[src/design/uer_pkg.sv]
`default_nettype none

package uer_pkg;

  // Counter width default and the limits the design is built for.
  localparam int CounterWidthDefault = 20;

  // Field widths fixed by the interface.
  localparam int TrigWidthW  = 8;
  localparam int TimeoutW    = 20;
  localparam int DistCmW     = 10;
  localparam int DistQ4W     = 14;
  localparam int TicksW      = 16;  // 58 * 1023 fits in 16 bits
  localparam int RemW        = 5;   // remainder below 29

  // Timing constants.
  localparam int PreLowTicks = 2;
  localparam int CmDivisor   = 58;

  // One tick of echo adds 16/58 = 8/29 sixteenths of a centimeter.
  localparam int QuotStep    = 8;
  localparam int QuotDiv     = 29;

  // Reset values of the configuration registers.
  localparam logic [TrigWidthW-1:0] TrigWidthReset = 8'd10;
  localparam logic [TimeoutW-1:0]   TimeoutReset   = 20'd30000;
  localparam logic [DistCmW-1:0]    MinDistReset   = 10'd2;
  localparam logic [DistCmW-1:0]    MaxDistReset   = 10'd400;

  // Register indexes on the configuration port.
  typedef enum logic [1:0] {
    RegTrigWidth = 2'd0,
    RegTimeout   = 2'd1,
    RegMinDist   = 2'd2,
    RegMaxDist   = 2'd3
  } reg_idx_t;

  typedef enum logic [1:0] {
    StatusOk     = 2'd0,
    StatusNoEcho = 2'd1,
    StatusRange  = 2'd2
  } status_t;

  typedef enum logic [2:0] {
    PhIdle     = 3'd0,
    PhPreLow   = 3'd1,
    PhTrig     = 3'd2,
    PhWaitLow  = 3'd3,
    PhWaitRise = 3'd4,
    PhMeasure  = 3'd5
  } phase_t;

  // Settings handed from the register block to the measurement core.
  typedef struct packed {
    logic [TrigWidthW-1:0] trig_width;  // already forced to at least one
    logic [TicksW-1:0]     lo_ticks;    // 58 * min_distance_cm
    logic [TicksW-1:0]     hi_ticks;    // 58 * max_distance_cm
  } cfg_t;

  // One result item.
  typedef struct packed {
    logic                  trigger_level;
    logic                  busy_res;
    logic                  done_res;
    status_t               status;
    logic [DistQ4W-1:0]    distance_q4;
  } res_t;

endpackage

`default_nettype wire

[src/design/uer_cfg.sv]
`default_nettype none

module uer_cfg
  import uer_pkg::*;
#(
  parameter int COUNTER_WIDTH = CounterWidthDefault
) (
  input  wire logic                     clk,
  input  wire logic                     rst,
  input  wire logic                     psel,
  input  wire logic                     penable,
  input  wire logic                     pwrite,
  input  wire logic [3:0]               paddr,
  input  wire logic [31:0]              pwdata,
  output logic      [31:0]              prdata,
  output logic                          pready,
  output cfg_t                          cfg,
  output logic      [COUNTER_WIDTH-1:0] limit
);

  localparam int CmpW = (COUNTER_WIDTH > TimeoutW) ? COUNTER_WIDTH : TimeoutW;

  logic [TrigWidthW-1:0] trigger_width_us;
  logic [TimeoutW-1:0]   timeout_us;
  logic [DistCmW-1:0]    min_distance_cm;
  logic [DistCmW-1:0]    max_distance_cm;
  logic [TicksW-1:0]     lo_ticks;
  logic [TicksW-1:0]     hi_ticks;
  logic                  wr_en;
  reg_idx_t              wr_idx;
  logic [CmpW-1:0]       timeout_ext;
  logic [CmpW-1:0]       cmax_ext;
  logic [TimeoutW-1:0]   timeout_nz;

  assign pready = 1'b1;
  assign wr_en  = psel & penable & pwrite & pready;
  assign wr_idx = reg_idx_t'(paddr[3:2]);

  // The range limits are kept in ticks so the core compares echo width directly.
  always_ff @(posedge clk) begin
    if (rst) begin
      trigger_width_us <= TrigWidthReset;
      timeout_us       <= TimeoutReset;
      min_distance_cm  <= MinDistReset;
      max_distance_cm  <= MaxDistReset;
      lo_ticks         <= TicksW'(CmDivisor * MinDistReset);
      hi_ticks         <= TicksW'(CmDivisor * MaxDistReset);
    end else if (wr_en) begin
      case (wr_idx)
        RegTrigWidth: trigger_width_us <= pwdata[TrigWidthW-1:0];
        RegTimeout:   timeout_us       <= pwdata[TimeoutW-1:0];
        RegMinDist: begin
          min_distance_cm <= pwdata[DistCmW-1:0];
          lo_ticks        <= TicksW'(TicksW'(CmDivisor) * TicksW'(pwdata[DistCmW-1:0]));
        end
        RegMaxDist: begin
          max_distance_cm <= pwdata[DistCmW-1:0];
          hi_ticks        <= TicksW'(TicksW'(CmDivisor) * TicksW'(pwdata[DistCmW-1:0]));
        end
        default: ;
      endcase
    end
  end

  always_comb begin
    case (wr_idx)
      RegTrigWidth: prdata = 32'(trigger_width_us);
      RegTimeout:   prdata = 32'(timeout_us);
      RegMinDist:   prdata = 32'(min_distance_cm);
      RegMaxDist:   prdata = 32'(max_distance_cm);
      default:      prdata = '0;
    endcase
  end

  // A zero timeout acts as one tick; a timeout past the counter range is clamped.
  assign timeout_nz  = (timeout_us == '0) ? TimeoutW'(1) : timeout_us;
  assign timeout_ext = CmpW'(timeout_nz);
  assign cmax_ext    = CmpW'({COUNTER_WIDTH{1'b1}});
  assign limit       = (timeout_ext > cmax_ext) ? COUNTER_WIDTH'(cmax_ext)
                                                : COUNTER_WIDTH'(timeout_ext);

  assign cfg.trig_width = (trigger_width_us == '0) ? TrigWidthW'(1) : trigger_width_us;
  assign cfg.lo_ticks   = lo_ticks;
  assign cfg.hi_ticks   = hi_ticks;

endmodule

`default_nettype wire

[src/design/uer_core.sv]
`default_nettype none

module uer_core
  import uer_pkg::*;
#(
  parameter int COUNTER_WIDTH = CounterWidthDefault
) (
  input  wire logic                     clk,
  input  wire logic                     rst,
  input  wire logic                     accept,
  input  wire logic                     start_req,
  input  wire logic                     echo_level,
  input  wire cfg_t                     cfg,
  input  wire logic [COUNTER_WIDTH-1:0] limit,
  output res_t                          res
);

  localparam int CW = COUNTER_WIDTH;

  phase_t             phase, phase_next;
  logic [CW-1:0]      elapsed_ticks, elapsed_ticks_next;
  logic [CW-1:0]      echo_width, echo_width_next;
  logic [DistQ4W-1:0] quot, quot_next;
  logic [RemW-1:0]    rem, rem_next;

  logic [CW-1:0]      elapsed_inc;
  logic [CW-1:0]      width_inc;
  logic [RemW:0]      rem_sum;
  logic [DistQ4W-1:0] quot_step;
  logic [RemW-1:0]    rem_step;
  logic               finished;
  logic               in_range;

  assign elapsed_inc = (elapsed_ticks == '1) ? elapsed_ticks : elapsed_ticks + 1'b1;
  assign width_inc   = (echo_width == '1) ? echo_width : echo_width + 1'b1;

  // Running quotient of width*8/29, advanced one tick at a time.
  assign rem_sum   = (RemW + 1)'(rem) + (RemW + 1)'(QuotStep);
  assign quot_step = (rem_sum >= (RemW + 1)'(QuotDiv)) ? quot + 1'b1 : quot;
  assign rem_step  = (rem_sum >= (RemW + 1)'(QuotDiv)) ? RemW'(rem_sum - (RemW + 1)'(QuotDiv))
                                                       : RemW'(rem_sum);

  assign in_range = (echo_width >= CW'(cfg.lo_ticks)) && (echo_width <= CW'(cfg.hi_ticks));

  always_comb begin
    phase_next         = phase;
    elapsed_ticks_next = elapsed_ticks;
    echo_width_next    = echo_width;
    quot_next          = quot;
    rem_next           = rem;
    finished           = 1'b0;
    res                = '0;
    case (phase)
      PhIdle: begin
        if (start_req) begin
          res.busy_res       = 1'b1;
          elapsed_ticks_next = CW'(1);
          echo_width_next    = '0;
          quot_next          = '0;
          rem_next           = '0;
          if (1 >= PreLowTicks) begin
            phase_next         = PhTrig;
            elapsed_ticks_next = '0;
          end else begin
            phase_next = PhPreLow;
          end
        end
      end
      PhPreLow: begin
        res.busy_res       = 1'b1;
        elapsed_ticks_next = elapsed_inc;
        if (elapsed_inc >= CW'(PreLowTicks)) begin
          phase_next         = PhTrig;
          elapsed_ticks_next = '0;
        end
      end
      PhTrig: begin
        res.busy_res       = 1'b1;
        res.trigger_level  = 1'b1;
        elapsed_ticks_next = elapsed_inc;
        if (elapsed_inc >= CW'(cfg.trig_width)) begin
          phase_next         = PhWaitLow;
          elapsed_ticks_next = '0;
        end
      end
      PhWaitLow, PhWaitRise, PhMeasure: begin
        elapsed_ticks_next = elapsed_inc;
        if (phase == PhWaitLow) begin
          if (!echo_level) begin
            phase_next = PhWaitRise;
          end
        end else if (phase == PhWaitRise) begin
          if (echo_level) begin
            phase_next      = PhMeasure;
            echo_width_next = CW'(1);
            quot_next       = '0;
            rem_next        = RemW'(QuotStep);
          end
        end else if (echo_level) begin
          echo_width_next = width_inc;
          quot_next       = quot_step;
          rem_next        = rem_step;
        end else begin
          // Falling edge ends the measurement, even on the timeout tick.
          finished = 1'b1;
          if (in_range) begin
            res.status      = StatusOk;
            res.distance_q4 = quot;
          end else begin
            res.status = StatusRange;
          end
        end
        if (!finished && (elapsed_inc >= limit)) begin
          finished        = 1'b1;
          res.status      = StatusNoEcho;
          res.distance_q4 = '0;
        end
        if (finished) begin
          res.done_res       = 1'b1;
          phase_next         = PhIdle;
          elapsed_ticks_next = '0;
          echo_width_next    = '0;
        end else begin
          res.busy_res = 1'b1;
        end
      end
      default: begin
        phase_next         = PhIdle;
        elapsed_ticks_next = '0;
        echo_width_next    = '0;
      end
    endcase
  end

  always_ff @(posedge clk) begin
    if (rst) begin
      phase         <= PhIdle;
      elapsed_ticks <= '0;
      echo_width    <= '0;
      quot          <= '0;
      rem           <= '0;
    end else if (accept) begin
      phase         <= phase_next;
      elapsed_ticks <= elapsed_ticks_next;
      echo_width    <= echo_width_next;
      quot          <= quot_next;
      rem           <= rem_next;
    end
  end

endmodule

`default_nettype wire

[src/design/uer_out.sv]
`default_nettype none

module uer_out
  import uer_pkg::*;
(
  input  wire logic clk,
  input  wire logic rst,
  input  wire logic in_valid,
  output logic      in_stall,
  output logic      accept,
  input  wire res_t res,
  output logic      out_valid,
  input  wire logic out_stall,
  output res_t      out_res
);

  // A new item is taken whenever the held result is gone or leaving now.
  assign in_stall = out_valid & out_stall;
  assign accept   = in_valid & ~in_stall;

  always_ff @(posedge clk) begin
    if (rst) begin
      out_valid <= 1'b0;
    end else begin
      out_valid <= accept | (out_valid & out_stall);
    end
  end

  always_ff @(posedge clk) begin
    if (accept) begin
      out_res <= res;
    end
  end

endmodule

`default_nettype wire

[src/design/ultrasonic_echo_ranger_top.sv]
`default_nettype none

// Ultrasonic time-of-flight ranger. Each input item is one microsecond tick
// carrying a start request and the sampled echo level, and each item yields
// exactly one result item with the trigger pin level, busy and done flags,
// a status code and the distance in sixteenths of a centimeter. A start
// request seen while idle holds the trigger low for two ticks (the start
// tick and one more), then high for trigger_width_us ticks. After that the
// echo is watched: if it is already high the block waits for it to go low,
// then waits for a rising edge and counts the high width. The timeout counts
// every tick from the end of the trigger; a falling edge on the timeout tick
// still completes the measurement. On the falling edge the distance is
// floor(width*16/58), kept as a running quotient that advances once per
// echo tick, so no divider sits in any path. The width is checked against
// 58 times the minimum and maximum distance, which are precomputed when
// those registers are written. Status is 0 for ok, 1 for no echo and 2 for
// out of range; the distance is zero unless status is ok and done is set.
// The block takes one item per clock cycle unless stalled; the result sits
// in one output register, so a new item is accepted while the previous
// result is still being taken and stall is raised only when that register
// is full and held. A result shows in the cycle after its tick is taken.
// No clearing pass follows reset. Configuration registers sit at byte
// addresses 0, 4, 8 and 12 and should be written only while the block is
// idle. COUNTER_WIDTH sets the width of the tick counters, which saturate;
// a timeout above their range is clamped to their maximum.

module ultrasonic_echo_ranger_top
  import uer_pkg::*;
#(
  parameter int COUNTER_WIDTH = CounterWidthDefault
) (
  input  wire logic                clk,
  input  wire logic                rst,
  // Configuration port
  input  wire logic                psel,
  input  wire logic                penable,
  input  wire logic                pwrite,
  input  wire logic [3:0]          paddr,
  input  wire logic [31:0]         pwdata,
  output logic      [31:0]         prdata,
  output logic                     pready,
  // Tick input channel
  input  wire logic                in_valid,
  output logic                     in_stall,
  input  wire logic                start_req,
  input  wire logic                echo_level,
  // Result channel
  output logic                     out_valid,
  input  wire logic                out_stall,
  output logic                     trigger_level,
  output logic                     busy_res,
  output logic                     done_res,
  output logic      [1:0]          status,
  output logic      [DistQ4W-1:0]  distance_q4
);

  cfg_t                     cfg;
  logic [COUNTER_WIDTH-1:0] limit;
  logic                     accept;
  res_t                     res;
  res_t                     out_res;

  uer_cfg #(
    .COUNTER_WIDTH(COUNTER_WIDTH)
  ) u_cfg (
    .clk     (clk),
    .rst     (rst),
    .psel    (psel),
    .penable (penable),
    .pwrite  (pwrite),
    .paddr   (paddr),
    .pwdata  (pwdata),
    .prdata  (prdata),
    .pready  (pready),
    .cfg     (cfg),
    .limit   (limit)
  );

  uer_core #(
    .COUNTER_WIDTH(COUNTER_WIDTH)
  ) u_core (
    .clk        (clk),
    .rst        (rst),
    .accept     (accept),
    .start_req  (start_req),
    .echo_level (echo_level),
    .cfg        (cfg),
    .limit      (limit),
    .res        (res)
  );

  uer_out u_out (
    .clk       (clk),
    .rst       (rst),
    .in_valid  (in_valid),
    .in_stall  (in_stall),
    .accept    (accept),
    .res       (res),
    .out_valid (out_valid),
    .out_stall (out_stall),
    .out_res   (out_res)
  );

  assign trigger_level = out_res.trigger_level;
  assign busy_res      = out_res.busy_res;
  assign done_res      = out_res.done_res;
  assign status        = out_res.status;
  assign distance_q4   = out_res.distance_q4;

endmodule

`default_nettype wire

[config.mk]
export PLATFORM = sky130hd
export DESIGN_NAME = ultrasonic_echo_ranger_top
export DESIGN_NICKNAME = d
export VERILOG_FILES = /design/src/design/uer_pkg.sv /design/src/design/uer_cfg.sv /design/src/design/uer_core.sv /design/src/design/uer_out.sv /design/src/design/ultrasonic_echo_ranger_top.sv
export SDC_FILE = /design/constraint.sdc
export NUM_CORES = 1
export LEC_CHECK = 0
export BUFFER_PORTS_ARGS = -buffer_cell sky130_fd_sc_hd__buf_4
export CAP_MARGIN = 10
export CELL_PAD_IN_SITES_DETAIL_PLACEMENT = 1
export CELL_PAD_IN_SITES_GLOBAL_PLACEMENT = 1
export CORE_ASPECT_RATIO = 0.8
export CORE_MARGIN = 3
export CORE_UTILIZATION = 49
export DETAILED_ROUTE_END_ITERATION = 8
export GPL_TIMING_DRIVEN = 0
export PLACE_DENSITY = 0.94
export SETUP_SLACK_MARGIN = 0.05
export SLEW_MARGIN = 20
export SYNTH_ARGS = -nofsm -noshare
export SYNTH_HDL_FRONTEND = slang
export SYNTH_SLANG_ARGS = --single-unit
[constraint.sdc]
create_clock -name clk -period 11.6 [get_ports clk]
set_clock_uncertainty 0.05 [all_clocks]
set_input_delay 0.58 -clock clk [delete_from_list [all_inputs] [get_ports clk]]
set_output_delay 0.58 -clock clk [all_outputs]
set_load 0.01 [all_outputs]
# Word level (Yosys, flattened, before mapping)
# Cells that the tools add are included.
# classes
addsub	5
n_mul	1
order_cmp	7
n_eq_ne	22
mux	58
n_bitwise	9
reduce_logical	21
# ops
op	count
20-bit 2-to-1 mux	14
32-bit one-hot mux with 4 select lines	1
14-bit 2-to-1 mux	7
20-bit one-hot mux with 4 select lines	1
15-bit 2-to-1 mux	4
20-bit one-hot mux with 3 select lines	1
20-bit by 1-bit adder with 20-bit output (second input constant)	2
20-bit equality test (second input constant)	2
5-bit 2-to-1 mux	6
14-bit one-hot mux with 2 select lines	1
3-bit 2-to-1 mux	8
20-bit by 16-bit >= comparator with 1-bit output	1
20-bit by 2-bit >= comparator with 1-bit output (second input constant)	1
20-bit >= comparator	1
20-bit by 8-bit >= comparator with 1-bit output	1
20-bit > comparator (second input constant)	1
20-bit by 16-bit less-or-equal comparator with 1-bit output	1
20-bit logical NOT	1
5-bit by 10-bit multiplier with 15-bit output (first input constant)	1
14-bit by 1-bit adder with 14-bit output (second input constant)	1
3-bit one-hot mux with 4 select lines	1
6-bit AND reduction	2
1-bit 2-to-1 mux	10
5-bit one-hot mux with 2 select lines	1
other kinds (35)	53
# word_totals
register_bits	160
in_bits	45
output_inout_bits	54
wordCells	141

# Longest topological paths before layout
# logic_depth
depth_word	10
ltp_mapped	18
depth_no_buf	15

# Hierarchy
# Synthesis repeated with hierarchy kept, for this count alone.
# hier_totals
cells_unflattened	1294
area_unflattened_um2	10478.8
# by_module_without_submodules
mod	n_inst	cells_each	area_per_inst_um2
uer_core	1	744	5510.3
uer_cfg	1	526	4351.7
uer_out	1	24	616.8

# Worst setup path after synthesis
# No wires, ideal clock.
# synth_path
path_type	input to register
startpoint	in pwdata[1]
endpoint	reg u_cfg.hi_ticks[14]
setup_time_ns	0.141
arrival_time_ns	3.629
required_time_ns	11.409
path_slack_ns	7.779
path_stages	14
n_path_buf	0
path_cell_list	fa_1 -> ha_1 -> inv_1 -> fa_1 -> inv_1 -> ha_1 -> a21o_1 -> a21oi_1 -> o21bai_1 -> a2111oi_0 -> o31ai_1 -> xor2_1 -> nand2_1 -> o211ai_1
# synth_via
elab_chain_len	1
# synth_rtl
element	line	source
start, declared	ultrasonic_echo_ranger_top.sv:39	input wire logic [31:0] pwdata,
5-bit by 10-bit multiplier with 15-bit output	uer_cfg.sv:58	hi_ticks <= TicksW'(TicksW'(CmDivisor) * TicksW'(pwdata[DistCmW-1:0]));
end signal, assigned	uer_cfg.sv:47	hi_ticks <= TicksW'(CmDivisor * MaxDistReset);
end signal, assigned	uer_cfg.sv:58	
end, declared	uer_cfg.sv:28	logic [TicksW-1:0] hi_ticks;
# Every way passes these cells.
# A chain may end at the register's enable or synchronous reset.

# Worst setup path after layout
# layout_path
startpoint	reg u_core.elapsed_ticks[1]
endpoint	reg u_core.echo_width[1]
# layout_via
elab_chain_len	8
# layout_rtl
element	line	source
start, declared	uer_core.sv:21	logic [CW-1:0] elapsed_ticks, elapsed_ticks_next;
start signal, assigned	uer_core.sv:144	elapsed_ticks <= elapsed_ticks_next;
20-bit by 1-bit adder with 20-bit output or 20-bit equality test (tied branches)	uer_core.sv:34	assign elapsed_inc = (elapsed_ticks == '1) ? elapsed_ticks : elapsed_ticks + 1'b1;
20-bit 2-to-1 mux (*)	uer_core.sv:34	
20-bit >= comparator (*)	uer_core.sv:113	if (!finished && (elapsed_inc >= limit)) begin
1-bit logical AND (*)	uer_core.sv:113	
1-bit 2-to-1 mux (*)	uer_core.sv:113	
1-bit 2-to-1 mux (*)	uer_core.sv:53	case (phase)
4-bit inequality test (no line) (tied with other cells)	--	
6-bit AND reduction (no line) or 20-bit one-hot mux with 3 select lines (tied branches)	--	
end signal, assigned	uer_core.sv:145	echo_width <= echo_width_next;
end, declared	uer_core.sv:22	logic [CW-1:0] echo_width, echo_width_next;
# Mark *: on every way between the ends. The rest lies on a longest branch, timed or not. The select of a mux whose other input is x is not followed.

==> metrics.md <==
| Metric | Value |
|---|---|
| Worst Slack Setup Final | `6090 ps` |
| Initial Util | `0.504` |
| CP Class | `flop to flop` |
| Leakage | `4.85 nW` |
| Crit-path max FO | `10` |
| Buffers on Ports | `71` |
| Area contributors post-synth | `dfxtp_1 27%, ha_1 12%, nand2_1 5.8%` |
| Synth Register Bits | `156` |
| Largest net degree at the start of global routing | `21` |
| Worst-skew pair later-pin latency | `450 ps` |
| Family with the most delay on the worst path | `compound AO/OA/AOI/OAI gates` |
| CP Capture Type | `flop` |
| GRT Total Usage | `0.322` |
| CTS Buffer Depth | `2` |
| CP arrival | `5780 ps` |
| Peak Freq | `181 MHz` |
| Post-CTS Resized | `0` |
| Pwr Total | `1.41 mW` |
| Post-synth top area cell | `dfxtp_1` |
| Post-synth ARST share | `0` |
| Critical path, cell by cell | `ha_1 -> nand2_1 -> o311ai_1 -> nor2_1 -> xor2_1 -> ha_1 -> o21ai_0 -> nor2_1 -> a2111oi_0 -> o211ai_1 -> a31oi_1 -> nor2_1 -> clkbuf_1 -> a22oi_1 -> nor2_1` |
| Filler cell count | `2,450` |
| Area occupied by multi-input gates | `6070 µm²` |
| Crit path launch | `u_core.elapsed_ticks[1]` |
| First-pass GRT wire length | `57.6 mm` |
| Post-synth EDFFs | `19` |
| Total wire length | `36.1 mm` |
| Final net count | `1,467` |
| Row count | `46` |
| Total CTS buffers | `17` |
| Post-synth cell types | `76` |
| Hold Crit Start | `in_valid` |
| Critical path launch point type | `flop` |
| Seq/Total Area, Yosys | `0.328` |
| Post-synthesis cell count | `1,212` |
| Post CTS Setup Buffer Count | `0` |
| Outcome | `completed` |
| Post-synth top area share | `0.272` |
| CTS clk-pin slew, worst paths | `70 ps` |
| Core Box Area | `20,000 µm²` |
| Post-route ant nets | `0` |
| CP most frequent cell | `nor2_1` |
| I/O pins | `99` |
| Count leader, synth | `nand2_1` |
| Gpl congestion | `0.877` |
| VDD IR-drop max | `0.106 mV` |
| Cts hold-fix bufs | `0` |
| Synth Cell Area | `10,100 µm²` |
| Via count of the first global-routing pass | `10,600` |
| CP peak stage delay | `930 ps` |
| DIE HEIGHT | `134 µm` |
| Clock root buffer master | `clkbuf_16` |
| Initial DRC count | `864` |
| Vias | `9,962` |
| HPWL after DPL | `24.7 mm` |
| Final setup fails | `0` |
| Synth warnings | `0` |
| Flip-flop and latch area | `3310 µm²` |
| Vias per cell | `6.27` |
| DIE WIDTH | `166 µm` |
| Pre-CTS WS | `6360 ps` |
| Total gr overflow | `0` |
| First-pass detailed-route iteration total | `5` |
| Worst-Margin Slew | `1070 ps` |
| Unrepaired setup endpoints after global routing | `false` |
| Top post-synthesis cells by count | `155 x nand2_1, 137 x dfxtp_1, 113 x inv_1` |
| R2r startpoint | `u_core.elapsed_ticks[1]` |
| Final min period | `5510 ps` |
| Die ar. | `22,400 µm²` |
| Drt wl/cell | `22.7 µm` |
| Antenna Diode Count | `0` |
| Period utilization | `0.475` |
| Post-synthesis average cell area | `8.33 µm²` |
| # DRC | `0` |
| CP max stage cell | `a2111oi_0` |
| Worst Hold Class | `primary input to flop` |
| Layout cells sized above 1 | `0.121` |
| Buf/Inv on CP | `1` |
| CTS H-tree depth | `4` |
| Max Cap Viol | `0` |
| CTS Sinks | `156` |
| Power Dens Cells | `122 nW/µm²` |
| Area Growth Syn to Fin | `14.6%` |
| Slew Viols, Final | `0` |
| CTS tree | `built` |
| Initial antenna violation count | `0` |
| Fin Setup TNS | `0 ps` |
| Final hold viol count | `0` |
| Post-synth top flop | `dfxtp_1` |
| Slew HR | `0.271` |
| WP data required | `11,870 ps` |
worst paths after layout:
kind,endpoint,slack [ps],cells past startpoint
setup / recovery,u_core.echo_width[1],6090,15
hold / removal,u_out.out_valid,320,2
hold reg to reg,u_cfg.lo_ticks[14],410,2
setup reg to reg,u_core.echo_width[1],6090,15
metal layers:
metal / routed length, µm / GRT usage / part of all wire
met1: 14800 / 0.397 / 0.41
met2: 17800 / 0.567 / 0.49
met4: 1120 / 0.120 / 0.031
met3: 2350 / 0.0589 / 0.065
met5: 0 / 0 / 0
sequential cells by signal (all words and copies together), names as in the netlist:
register and count:
u_out.out_res 19, u_cfg.hi_ticks 13, u_core.quot 14, u_core.phase 3
u_out.out_valid 1, u_cfg.lo_ticks 13, u_cfg.max_distance_cm 10, u_cfg.min_distance_cm 10
u_cfg.trigger_width_us 8, u_core.echo_width 20, u_cfg.timeout_us 20, u_core.elapsed_ticks 20
u_core.rem 5
report_power, final:
part / switching, mW / internal [mW]
registers: 0.00725 / 0.556
clock network: 0.272 / 0.296
logic: 0.173 / 0.103
final cells by class:
cell class	count	share of cell area
clock inverter	13	0.0102
clock buffer	19	0.0392
buffer	67	0.0289
multi-input combinational	887	0.524
inverter	113	0.0367
sequential	156	0.286
tap	264	0.0285
timing repair buffer	71	0.0461
layout by cell type, fill, tap and decap left out, types with 28 or more instances in the layout:
cell,synthesis,layout
o21ai_0,44,44
nor2_1,80,80
dfxtp_1,137,137
nor3_1,33,33
clkbuf_1,40,41
buf_4,16,87
xnor2_1,30,30
a21oi_1,105,105
ha_1,94,94
inv_1,113,113
o211ai_1,28,28
nand2_1,155,155
worst register-to-register path, stage by stage, from the launching register on:
cell and delay [ps]:
dfxtp_1 490, ha_1 340, nand2_1 160, o311ai_1 790, nor2_1 140, xor2_1 250, ha_1 280, o21ai_0 80
nor2_1 60, a2111oi_0 930, o211ai_1 350, a31oi_1 550, nor2_1 280, clkbuf_1 340, a22oi_1 240, nor2_1 60
per-stage QoR:
| stage | utilization | cell area (µm²) | std cells | hold slack [ps] |
|---|---|---|---|---|
| after CTS | 0.578 | 11600 | 1590 | 320 |
| after floorplan | - | 10100 | 1223 | 383 |
| after global routing | 0.578 | 11600 | 1590 | 324 |
| after detailed placement | 0.549 | 11000 | 1558 | 400 |
| after global placement | 0.549 | 11000 | 1558 | 390 |
| final | 0.578 | 11600 | 1590 | 319 |
cells by family after synthesis:
kind of cell,after synthesis,synth area share
AOI/OAI and AO/OA,278,0.177
xor gates and xnor gates,35,0.0304
adders and majority gates,109,0.146
buffers and inverters,180,0.0751
DFF,156,0.328
muxes,21,0.0314
other,2,0.000744
and+or+nand+nor,431,0.211
Note: power is estimated with default switching activity, not from simulation.
